File: config.mk
export PLATFORM = sky130hd
export DESIGN_NAME = uart_tx_rx_ring_buffers
export DESIGN_NICKNAME = d
export VERILOG_FILES = /design/src/rtl/uart_rb_pkg.sv /design/src/rtl/uart_tx_rx_ring_buffers.sv /design/src/rtl/uart_rb_ram.sv /design/src/rtl/uart_rb_ctrl.sv /design/src/rtl/uart_rb_dp.sv
export SDC_FILE = /design/constraint.sdc
export NUM_CORES = 2
export LEC_CHECK = 0
export BUFFER_PORTS_ARGS = -buffer_cell sky130_fd_sc_hd__buf_2
export CORE_MARGIN = 2
export CORE_UTILIZATION = 55
export DETAILED_ROUTE_END_ITERATION = 10
export HOLD_SLACK_MARGIN = 0.15
export PLACE_DENSITY = 0.71
export SYNTH_ARGS = -nofsm -noshare
export SYNTH_HDL_FRONTEND = slang
export SYNTH_HIERARCHICAL = 1
export SYNTH_SLANG_ARGS = --single-unit
export TNS_END_PERCENT = 100
File: constraint.sdc
create_clock -name clk -period 9.82 [get_ports clk]
set_input_delay 0.982 -clock clk [delete_from_list [all_inputs] [get_ports clk]]
set_output_delay 0.982 -clock clk [all_outputs]
set_load 0.02 [all_outputs]
File: src/rtl/uart_rb_pkg.sv
// Shared types, codes and helper functions for the UART ring buffer block.
`timescale 1ns / 1ps

package uart_rb_pkg;

	localparam int DEF_TX_DEPTH = 256;
	localparam int DEF_RX_DEPTH = 256;

	// Ring lengths are 9-bit values between 2 and 256.
	localparam int LEN_W     = 9;
	localparam int LEN_LIMIT = 256;
	localparam int LEN_MIN   = 2;

	localparam int DATA_W  = 8;
	localparam int REQ_W   = 3;
	localparam int STAT_W  = 2;
	localparam int CNT_W   = 8;
	localparam int PADDR_W = 3;
	localparam int PDATA_W = 32;

	localparam logic [REQ_W-1:0] REQ_PUT      = 3'd0;
	localparam logic [REQ_W-1:0] REQ_GET      = 3'd1;
	localparam logic [REQ_W-1:0] REQ_LINE_RX  = 3'd2;
	localparam logic [REQ_W-1:0] REQ_TX_READY = 3'd3;
	localparam logic [REQ_W-1:0] REQ_PURGE_RX = 3'd4;
	localparam logic [REQ_W-1:0] REQ_PURGE_TX = 3'd5;

	localparam logic [STAT_W-1:0] STAT_DONE  = 2'd0;
	localparam logic [STAT_W-1:0] STAT_FULL  = 2'd1;
	localparam logic [STAT_W-1:0] STAT_EMPTY = 2'd2;

	localparam logic REG_TX_LEN = 1'b0;
	localparam logic REG_RX_LEN = 1'b1;

	typedef struct packed {
		logic capture;
		logic commit;
	} ctrl_cmd_t;

	typedef struct packed {
		logic             tx_we;
		logic             rx_we;
		logic [LEN_W-1:0] value;
	} cfg_wr_t;

	function automatic logic [LEN_W-1:0] clamp_len(input logic [LEN_W-1:0] v,
	                                               input logic [LEN_W-1:0] limit);
		logic [LEN_W-1:0] l;
		if (v < LEN_W'(LEN_MIN)) begin
			l = LEN_W'(LEN_MIN);
		end else if (v > LEN_W'(LEN_LIMIT)) begin
			l = LEN_W'(LEN_LIMIT);
		end else begin
			l = v;
		end
		if (l > limit) begin
			l = limit;
		end
		return l;
	endfunction

	function automatic logic [LEN_W-1:0] next_ptr(input logic [LEN_W-1:0] p,
	                                              input logic [LEN_W-1:0] len);
		logic [LEN_W-1:0] inc;
		inc = p + LEN_W'(1);
		return (inc >= len) ? '0 : inc;
	endfunction

	function automatic logic [LEN_W-1:0] ring_count(input logic [LEN_W-1:0] wp,
	                                                input logic [LEN_W-1:0] rp,
	                                                input logic [LEN_W-1:0] len);
		return (wp >= rp) ? (wp - rp) : (wp + len - rp);
	endfunction

endpackage

File: src/rtl/uart_tx_rx_ring_buffers.sv
// Top level of the transmit and receive ring buffers with their register port.
//
//   Port group   Direction  Handshake           Word
//   request      in         in_valid/in_stall   req_type, data_in
//   result       out        out_valid/out_stall status, data_out, data_valid,
//                                               tx_free, rx_count, tx_irq_enable
//   registers    in/out     APB-style           tx_len at 0x0, rx_len at 0x4
//
// Each request is accepted in the idle state, while both stores read at their
// read pointers, then passes through an execute state that updates the ring and
// loads the result register. A stalled result holds the execute state until
// the result register frees up. Reset clears the pointers and the interrupt
// enable and sets both lengths to their full value at once; the byte stores
// need no clearing pass.
`timescale 1ns / 1ps

module uart_tx_rx_ring_buffers
	import uart_rb_pkg::*;
#(
	parameter int TX_DEPTH = DEF_TX_DEPTH,
	parameter int RX_DEPTH = DEF_RX_DEPTH
) (
	input  logic               clk,
	input  logic               arst_n,
	input  logic               in_valid,
	output logic               in_stall,
	input  logic [REQ_W-1:0]   req_type,
	input  logic [DATA_W-1:0]  data_in,
	output logic               out_valid,
	input  logic               out_stall,
	output logic [STAT_W-1:0]  status,
	output logic [DATA_W-1:0]  data_out,
	output logic               data_valid,
	output logic [CNT_W-1:0]   tx_free,
	output logic [CNT_W-1:0]   rx_count,
	output logic               tx_irq_enable,
	input  logic               psel,
	input  logic               penable,
	input  logic               pwrite,
	input  logic [PADDR_W-1:0] paddr,
	input  logic [PDATA_W-1:0] pwdata,
	output logic [PDATA_W-1:0] prdata,
	output logic               pready
);

	ctrl_cmd_t        cmd;
	cfg_wr_t          cfg;
	logic             wr_en;
	logic [LEN_W-1:0] tx_len, rx_len;

	assign pready    = 1'b1;
	assign wr_en     = psel && penable && pwrite && pready;
	assign cfg.tx_we = wr_en && (paddr[2] == REG_TX_LEN);
	assign cfg.rx_we = wr_en && (paddr[2] == REG_RX_LEN);
	assign cfg.value = pwdata[LEN_W-1:0];
	assign prdata    = (paddr[2] == REG_RX_LEN) ? PDATA_W'(rx_len) : PDATA_W'(tx_len);

	uart_rb_ctrl u_ctrl (
		.clk      (clk),
		.arst_n   (arst_n),
		.in_valid (in_valid),
		.in_stall (in_stall),
		.out_valid(out_valid),
		.out_stall(out_stall),
		.cmd      (cmd)
	);

	uart_rb_dp #(
		.TX_DEPTH(TX_DEPTH),
		.RX_DEPTH(RX_DEPTH)
	) u_dp (
		.clk          (clk),
		.arst_n       (arst_n),
		.cmd          (cmd),
		.cfg          (cfg),
		.req_type     (req_type),
		.data_in      (data_in),
		.status       (status),
		.data_out     (data_out),
		.data_valid   (data_valid),
		.tx_free      (tx_free),
		.rx_count     (rx_count),
		.tx_irq_enable(tx_irq_enable),
		.tx_len       (tx_len),
		.rx_len       (rx_len)
	);

endmodule

File: src/rtl/uart_rb_ram.sv
// Generic single-clock RAM with one write port and one registered read port.
`timescale 1ns / 1ps

module uart_rb_ram #(
	parameter int WIDTH = 8,
	parameter int DEPTH = 256,
	localparam int AW   = $clog2(DEPTH)
) (
	input  logic             clk,
	input  logic             we,
	input  logic [AW-1:0]    waddr,
	input  logic [WIDTH-1:0] wdata,
	input  logic [AW-1:0]    raddr,
	output logic [WIDTH-1:0] rdata
);

	logic [WIDTH-1:0] mem_q [DEPTH];
	logic [WIDTH-1:0] rdata_q;

	always_ff @(posedge clk) begin
		if (we) begin
			mem_q[waddr] <= wdata;
		end
		rdata_q <= mem_q[raddr];
	end

	assign rdata = rdata_q;

endmodule

File: src/rtl/uart_rb_ctrl.sv
// Controller: sequences one request at a time and owns the result valid flag.
`timescale 1ns / 1ps

module uart_rb_ctrl
	import uart_rb_pkg::*;
(
	input  logic      clk,
	input  logic      arst_n,
	input  logic      in_valid,
	output logic      in_stall,
	output logic      out_valid,
	input  logic      out_stall,
	output ctrl_cmd_t cmd
);

	localparam logic S_IDLE = 1'b0;
	localparam logic S_EXEC = 1'b1;

	logic state_q;
	logic state_d;
	logic out_valid_q;
	logic out_free;

	// The result register can take a new word when empty or being emptied.
	assign out_free    = !out_valid_q || !out_stall;
	assign in_stall    = (state_q != S_IDLE);
	assign cmd.capture = in_valid && (state_q == S_IDLE);
	assign cmd.commit  = (state_q == S_EXEC) && out_free;
	assign out_valid   = out_valid_q;

	always_comb begin
		state_d = state_q;
		unique case (state_q)
			S_IDLE: begin
				if (cmd.capture) begin
					state_d = S_EXEC;
				end
			end
			S_EXEC: begin
				if (cmd.commit) begin
					state_d = S_IDLE;
				end
			end
			default: state_d = S_IDLE;
		endcase
	end

	always_ff @(posedge clk or negedge arst_n) begin
		if (!arst_n) begin
			state_q     <= S_IDLE;
			out_valid_q <= 1'b0;
		end else begin
			state_q <= state_d;
			if (cmd.commit) begin
				out_valid_q <= 1'b1;
			end else if (!out_stall) begin
				out_valid_q <= 1'b0;
			end
		end
	end

endmodule

File: src/rtl/uart_rb_dp.sv
// Datapath: ring pointers, lengths, byte stores and the result register.
`timescale 1ns / 1ps

module uart_rb_dp
	import uart_rb_pkg::*;
#(
	parameter int TX_DEPTH = DEF_TX_DEPTH,
	parameter int RX_DEPTH = DEF_RX_DEPTH
) (
	input  logic               clk,
	input  logic               arst_n,
	input  ctrl_cmd_t          cmd,
	input  cfg_wr_t            cfg,
	input  logic [REQ_W-1:0]   req_type,
	input  logic [DATA_W-1:0]  data_in,
	output logic [STAT_W-1:0]  status,
	output logic [DATA_W-1:0]  data_out,
	output logic               data_valid,
	output logic [CNT_W-1:0]   tx_free,
	output logic [CNT_W-1:0]   rx_count,
	output logic               tx_irq_enable,
	output logic [LEN_W-1:0]   tx_len,
	output logic [LEN_W-1:0]   rx_len
);

	// Only the first 256 slots of a ring can ever be used.
	localparam int TX_RD = (TX_DEPTH < LEN_LIMIT) ? TX_DEPTH : LEN_LIMIT;
	localparam int RX_RD = (RX_DEPTH < LEN_LIMIT) ? RX_DEPTH : LEN_LIMIT;
	localparam int TX_AW = $clog2(TX_RD);
	localparam int RX_AW = $clog2(RX_RD);
	localparam logic [LEN_W-1:0] TX_MAX = LEN_W'(TX_RD);
	localparam logic [LEN_W-1:0] RX_MAX = LEN_W'(RX_RD);

	logic [REQ_W-1:0]  req_q;
	logic [DATA_W-1:0] din_q;

	logic [TX_AW-1:0] tx_wp_q, tx_rp_q, tx_wp_d, tx_rp_d, tx_wp_nx, tx_rp_nx;
	logic [RX_AW-1:0] rx_wp_q, rx_rp_q, rx_wp_d, rx_rp_d, rx_wp_nx, rx_rp_nx;
	logic [LEN_W-1:0] tx_len_q, rx_len_q;
	logic             irq_q, irq_d;

	logic              tx_full, tx_empty, rx_full, rx_empty;
	logic              tx_we, rx_we;
	logic [DATA_W-1:0] tx_rdata, rx_rdata;

	logic [STAT_W-1:0] stat_d;
	logic [DATA_W-1:0] dout_d;
	logic              dvalid_d;
	logic [LEN_W-1:0]  tx_cnt_d, rx_cnt_d, tx_free_d;

	logic [STAT_W-1:0] status_q;
	logic [DATA_W-1:0] dout_q;
	logic              dvalid_q;
	logic [CNT_W-1:0]  tx_free_q, rx_cnt_q;
	logic              irq_out_q;

	always_ff @(posedge clk) begin
		if (cmd.capture) begin
			req_q <= req_type;
			din_q <= data_in;
		end
	end

	assign tx_wp_nx = TX_AW'(next_ptr(LEN_W'(tx_wp_q), tx_len_q));
	assign tx_rp_nx = TX_AW'(next_ptr(LEN_W'(tx_rp_q), tx_len_q));
	assign rx_wp_nx = RX_AW'(next_ptr(LEN_W'(rx_wp_q), rx_len_q));
	assign rx_rp_nx = RX_AW'(next_ptr(LEN_W'(rx_rp_q), rx_len_q));

	assign tx_full  = (tx_wp_nx == tx_rp_q);
	assign tx_empty = (tx_wp_q == tx_rp_q);
	assign rx_full  = (rx_wp_nx == rx_rp_q);
	assign rx_empty = (rx_wp_q == rx_rp_q);

	assign tx_we = cmd.commit && (req_q == REQ_PUT) && !tx_full;
	assign rx_we = cmd.commit && (req_q == REQ_LINE_RX) && !rx_full;

	// Both stores read continuously at their read pointers, so the oldest byte
	// is already registered by the cycle after a request is taken.
	uart_rb_ram #(
		.WIDTH(DATA_W),
		.DEPTH(TX_RD)
	) u_tx_ram (
		.clk  (clk),
		.we   (tx_we),
		.waddr(tx_wp_q),
		.wdata(din_q),
		.raddr(tx_rp_q),
		.rdata(tx_rdata)
	);

	uart_rb_ram #(
		.WIDTH(DATA_W),
		.DEPTH(RX_RD)
	) u_rx_ram (
		.clk  (clk),
		.we   (rx_we),
		.waddr(rx_wp_q),
		.wdata(din_q),
		.raddr(rx_rp_q),
		.rdata(rx_rdata)
	);

	always_comb begin
		tx_wp_d  = tx_wp_q;
		tx_rp_d  = tx_rp_q;
		rx_wp_d  = rx_wp_q;
		rx_rp_d  = rx_rp_q;
		irq_d    = irq_q;
		stat_d   = STAT_DONE;
		dout_d   = '0;
		dvalid_d = 1'b0;
		unique case (req_q)
			REQ_PUT: begin
				if (tx_full) begin
					stat_d = STAT_FULL;
				end else begin
					tx_wp_d = tx_wp_nx;
					irq_d   = 1'b1;
				end
			end
			REQ_GET: begin
				if (rx_empty) begin
					stat_d = STAT_EMPTY;
				end else begin
					dout_d   = rx_rdata;
					dvalid_d = 1'b1;
					rx_rp_d  = rx_rp_nx;
				end
			end
			REQ_LINE_RX: begin
				if (rx_full) begin
					stat_d = STAT_FULL;
				end else begin
					rx_wp_d = rx_wp_nx;
				end
			end
			REQ_TX_READY: begin
				if (tx_empty) begin
					stat_d = STAT_EMPTY;
					irq_d  = 1'b0;
				end else begin
					dout_d   = tx_rdata;
					dvalid_d = 1'b1;
					tx_rp_d  = tx_rp_nx;
				end
			end
			REQ_PURGE_RX: begin
				rx_wp_d = '0;
				rx_rp_d = '0;
			end
			REQ_PURGE_TX: begin
				tx_wp_d = '0;
				tx_rp_d = '0;
				irq_d   = 1'b0;
			end
			default: begin
			end
		endcase
	end

	assign tx_cnt_d  = ring_count(LEN_W'(tx_wp_d), LEN_W'(tx_rp_d), tx_len_q);
	assign rx_cnt_d  = ring_count(LEN_W'(rx_wp_d), LEN_W'(rx_rp_d), rx_len_q);
	assign tx_free_d = tx_len_q - LEN_W'(1) - tx_cnt_d;

	always_ff @(posedge clk or negedge arst_n) begin
		if (!arst_n) begin
			tx_wp_q  <= '0;
			tx_rp_q  <= '0;
			rx_wp_q  <= '0;
			rx_rp_q  <= '0;
			tx_len_q <= TX_MAX;
			rx_len_q <= RX_MAX;
			irq_q    <= 1'b0;
		end else begin
			if (cmd.commit) begin
				tx_wp_q <= tx_wp_d;
				tx_rp_q <= tx_rp_d;
				rx_wp_q <= rx_wp_d;
				rx_rp_q <= rx_rp_d;
				irq_q   <= irq_d;
			end
			// A length write empties that ring.
			if (cfg.tx_we) begin
				tx_len_q <= clamp_len(cfg.value, TX_MAX);
				tx_wp_q  <= '0;
				tx_rp_q  <= '0;
			end
			if (cfg.rx_we) begin
				rx_len_q <= clamp_len(cfg.value, RX_MAX);
				rx_wp_q  <= '0;
				rx_rp_q  <= '0;
			end
		end
	end

	always_ff @(posedge clk) begin
		if (cmd.commit) begin
			status_q  <= stat_d;
			dout_q    <= dout_d;
			dvalid_q  <= dvalid_d;
			tx_free_q <= tx_free_d[CNT_W-1:0];
			rx_cnt_q  <= rx_cnt_d[CNT_W-1:0];
			irq_out_q <= irq_d;
		end
	end

	assign status        = status_q;
	assign data_out      = dout_q;
	assign data_valid    = dvalid_q;
	assign tx_free       = tx_free_q;
	assign rx_count      = rx_cnt_q;
	assign tx_irq_enable = irq_out_q;
	assign tx_len        = tx_len_q;
	assign rx_len        = rx_len_q;

endmodule

==> summary.txt <==
Detailed routing
  – Routed vias/inst: 6.65
  – Drt drc: 0
  – DRT Wirelength: roughly 400,000 um
  – Vias: 85.2k
  – Final ANT Viol Nets: 0
  – Pre-antenna DRT Iters: 8
  – Routed wire per std cell: around 31 um
  – Iter 0 DRT Violations: 11.3k

Layout
  – Register area: 126,000 um2
  – Post-Layout Inst Area: ~180,000 um2
  – Final nets: just under 9k
  – # fillers: approximately 21k
  – Area growth, synth to finish: 9.77%
  – Fin cells: 12.8k
  – Multi-input gate area: around 38,000 um2
  – Layout cells sized above 1: 0.203

Clocking
  – Clock Latency Late Sink: between 0.9 and 1 ns
  – Worst-path clk slew: 0.07 ns
  – Clock Path Buffers: 4
  – Root Buffer: clkbuf_16
  – TritonCTS buffer count: approximately 390
  – Hold-fix buffers, CTS: 0
  – Cts repair resizes: 0
  – CTS tree: built
  – CTS HTree Levels: 5
  – Post CTS Setup Buffer Count: 0
  – CTS sink count: about 4.2k

Critical path
  – Setup crit start: u_dp/tx_wp_q[0]$_DFFE_PN0P_
  – Crit. path cell count: 36
  – Reg-to-Reg Start: u_dp/tx_wp_q[0]$_DFFE_PN0P_
  – Worst-path maximum fanout: 20
  – Startpoint Class: flip-flop
  – Worst Path Arrival: about 9 ns
  – Most frequent CP cell: a21oi_1
  – Critical path class: reg2reg
  – Crit. End Element: flip-flop
  – R2r worst-path depth: 36
  – Crit path max-delay family: compound AO/OA/AOI/OAI gates
  – CP required: 10.45 ns
  – WP buf/inv: 2
  – Max stage delay on crit path: between 0.7 and 0.8 ns
  – Slowest-stage cell, CP: dfrtp_1

STA
  – Final setup TNS: 0 ns
  – Setup ws final: 1.26 ns
  – Max Slew Vio Count: 2
  – Slew margin rel.: -0.0486
  – Max Clock Freq: 117 MHz
  – Setup Viol. Count Final: 0
  – Min Tclk post-route: around 8.6 ns
  – Final Cycle Share: 0.871
  – Slew of the pin with the lowest slew margin: between 1.5 and 2 ns
  – RSZ-0062 raised after global routing: no
  – Fin. Hold Viols: 0
  – Final Skew: about 0.045 ns

Job
  – Number of max-cap violations: 3

Global route
  – Grt ovf: 0
  – GRT Overall Usage: 0.259
  – Largest net degree at the start of global routing: 229
  – Initial antenna violation count: 11
  – First-pass GRT wire length: 584,000 um
  – Vias in the first global route: between 80k and 90k

Power
  – Leak Pwr: ~56 nW
  – Pwr Density: 257 nW/um2
  – Maximum VDD drop: 0.000235 V

Synthesis
  – Post-Syn Instances: 8,398
  – YS warnings: 6
  – Prevailing post-synth register cell: edfxtp_1
  – Asr flop ratio synth: 0.0126
  – Sequential share of the synthesized area: 0.751
  – Syn Area/Cell: between 15 and 20 um2
  – Synthesis-stage register bit count: ~4.2k
  – EDFF count, synth: between 4k and 5k
  – Post-synth cell types: approximately 110
  – Cell Area, Synth: between 150,000 and 200,000 um2

Floorplan
  – Die H: roughly 560 um
  – Core Footprint: around 300,000 um2
  – Cell row count: just over 200
  – Initial Util: 0.553
  – Die W: 556 um
  – Die ar.: ~300,000 um2
  – I/O pin count: 116

Placement
  – RePlAce Congestion: 0.916
  – DP Area: between 150,000 and 200,000 um2
  – Post-DP HPWL: about 240,000 um
  – I/O Buffers: 66
  – Worst slack, placed: approximately 1.4 ns
  – Placed Cells: ~12k

Outcome
  – Failing checks: max-capacitance violations, max-slew violations
  – Status: finished, violations left

Min path
  – Hold crit path type: in2async
## registers in the layout (all words and copies together), names as in the netlist, 2 cells and up
register             flops
u_dp/data_out            8
u_dp/din_q               8
u_dp/req_q               3
u_dp/rx_count            8
u_dp/rx_len              9
u_dp/rx_rp_q             8
u_dp/rx_wp_q             8
u_dp/status              2
u_dp/tx_free             8
u_dp/tx_len              9
u_dp/tx_rp_q             8
u_dp/tx_wp_q             8
u_dp/u_rx_ram/mem_q   2048
u_dp/u_rx_ram/rdata      8
u_dp/u_tx_ram/mem_q   2048
u_dp/u_tx_ram/rdata      8
## report_power, final
group | switching [mW] | internal (mW) | total, mW | leakage, nW
Combinational | 7.23 | 4.71 | 11.9 | 11.9
Sequential | 0.401 | 20.1 | 20.5 | 38.0
Clock | 6.44 | 8.47 | 14.9 | 6.15
## cell type report
type	count	area share
flip-flops and latches	4204	0.685
well taps	3978	0.0271
clock buffers	481	0.0563
inverters	82	0.00167
multi-input cells	3600	0.209
diodes	4	0.0000544
clock inverters	234	0.0121
repair buffers	225	0.00979
## cells in the final DEF, fill, tap and decap left out, types with 79 or more instances in the layout
cell type,n
mux4_2,908
a21oi_1,258
clkinv_1,86
clkinv_2,79
nor2_1,627
a22oi_1,276
clkbuf_16,399
o221ai_1,92
nand2_1,135
edfxtp_1,4135
nand3_1,84
buf_4,136
mux2i_1,275
## through the flow
step | util | hold WS, ns | total power, mW
3_3_place_gp | 0.566 | 0.528 | 32.5
3_5_place_dp | 0.566 | 0.549 | 32.6
5_1_grt | 0.607 | 0.231 | 48.8
6_report | 0.607 | 0.249 | 47.3
2_1_floorplan | - | 0.496 | 29.2
4_1_cts | 0.607 | 0.211 | 47.4
## path summary, 6_finish.rpt
kind                                                to  slack (ns)
setup / recovery             u_dp/tx_free[7]$_DFFE_PP_        1.26
hold / removal              u_dp/tx_len[6]$_DFFE_PN0P_        0.25
setup reg to reg             u_dp/tx_free[7]$_DFFE_PP_        1.26
hold reg to reg             u_dp/tx_len[8]$_DFFE_PN1P_        0.56
max in group asynchronous  u_dp/tx_rp_q[1]$_DFFE_PN0P_        9.00
min in group clk               u_dp/req_q[0]$_DFFE_PP_        0.27
## cells in the mapped netlist, types with 16 or more instances
cell type | number | area, um2
fa_1 | 17 | 340
buf_1 | 44 | 165
clkbuf_1 | 250 | 938
a221oi_1 | 27 | 236
o211ai_1 | 21 | 158
o21ai_0 | 74 | 370
inv_1 | 78 | 293
nand4_1 | 27 | 169
buf_8 | 26 | 390
nand2b_1 | 24 | 150
nor2_1 | 633 | 2380
buf_12 | 16 | 320
ha_1 | 77 | 963
a22o_1 | 34 | 298
dfxtp_1 | 16 | 320
o221ai_1 | 92 | 806
nand3_1 | 86 | 430
nand2_1 | 137 | 514
edfxtp_1 | 4135 | 124000
nor2b_1 | 74 | 463
nor3_1 | 54 | 270
a21oi_1 | 258 | 1290
buf_4 | 80 | 601
buf_2 | 75 | 375
nor4_1 | 54 | 338
buf_6 | 43 | 484
dfrtp_1 | 51 | 1280
mux4_2 | 908 | 20400
mux2i_1 | 275 | 2750
xor2_1 | 33 | 289
o22ai_1 | 58 | 363
xnor2_1 | 49 | 429
a22oi_1 | 276 | 2070
a211oi_1 | 49 | 368
## per-layer routing
layer / vias up / wire length [um] / GRT usage
li1: 34844 / - / -
met1: 44831 / 152000 / 0.360
met2: 4614 / 192000 / 0.405
met3: 936 / 38400 / 0.0478
met4: 12 / 20100 / 0.115
met5: - / 69 / 0
## kinds of logic (layout without fill, tap and decap cells)
logic type | count (synthesis) | in the layout | synth area share
DFF | 4204 | 4204 | 0.751
xor gates and xnor gates | 84 | 84 | 0.00456
other | 2 | 28 | 0.0000448
muxes | 1201 | 1201 | 0.140
and+or+nand+nor | 1177 | 1177 | 0.0323
AOI/OAI and AO/OA | 1020 | 1020 | 0.0424
adders and majority gates | 94 | 94 | 0.00778
buffers and inverters | 616 | 1022 | 0.0214
(Power assumes the default switching activity.)
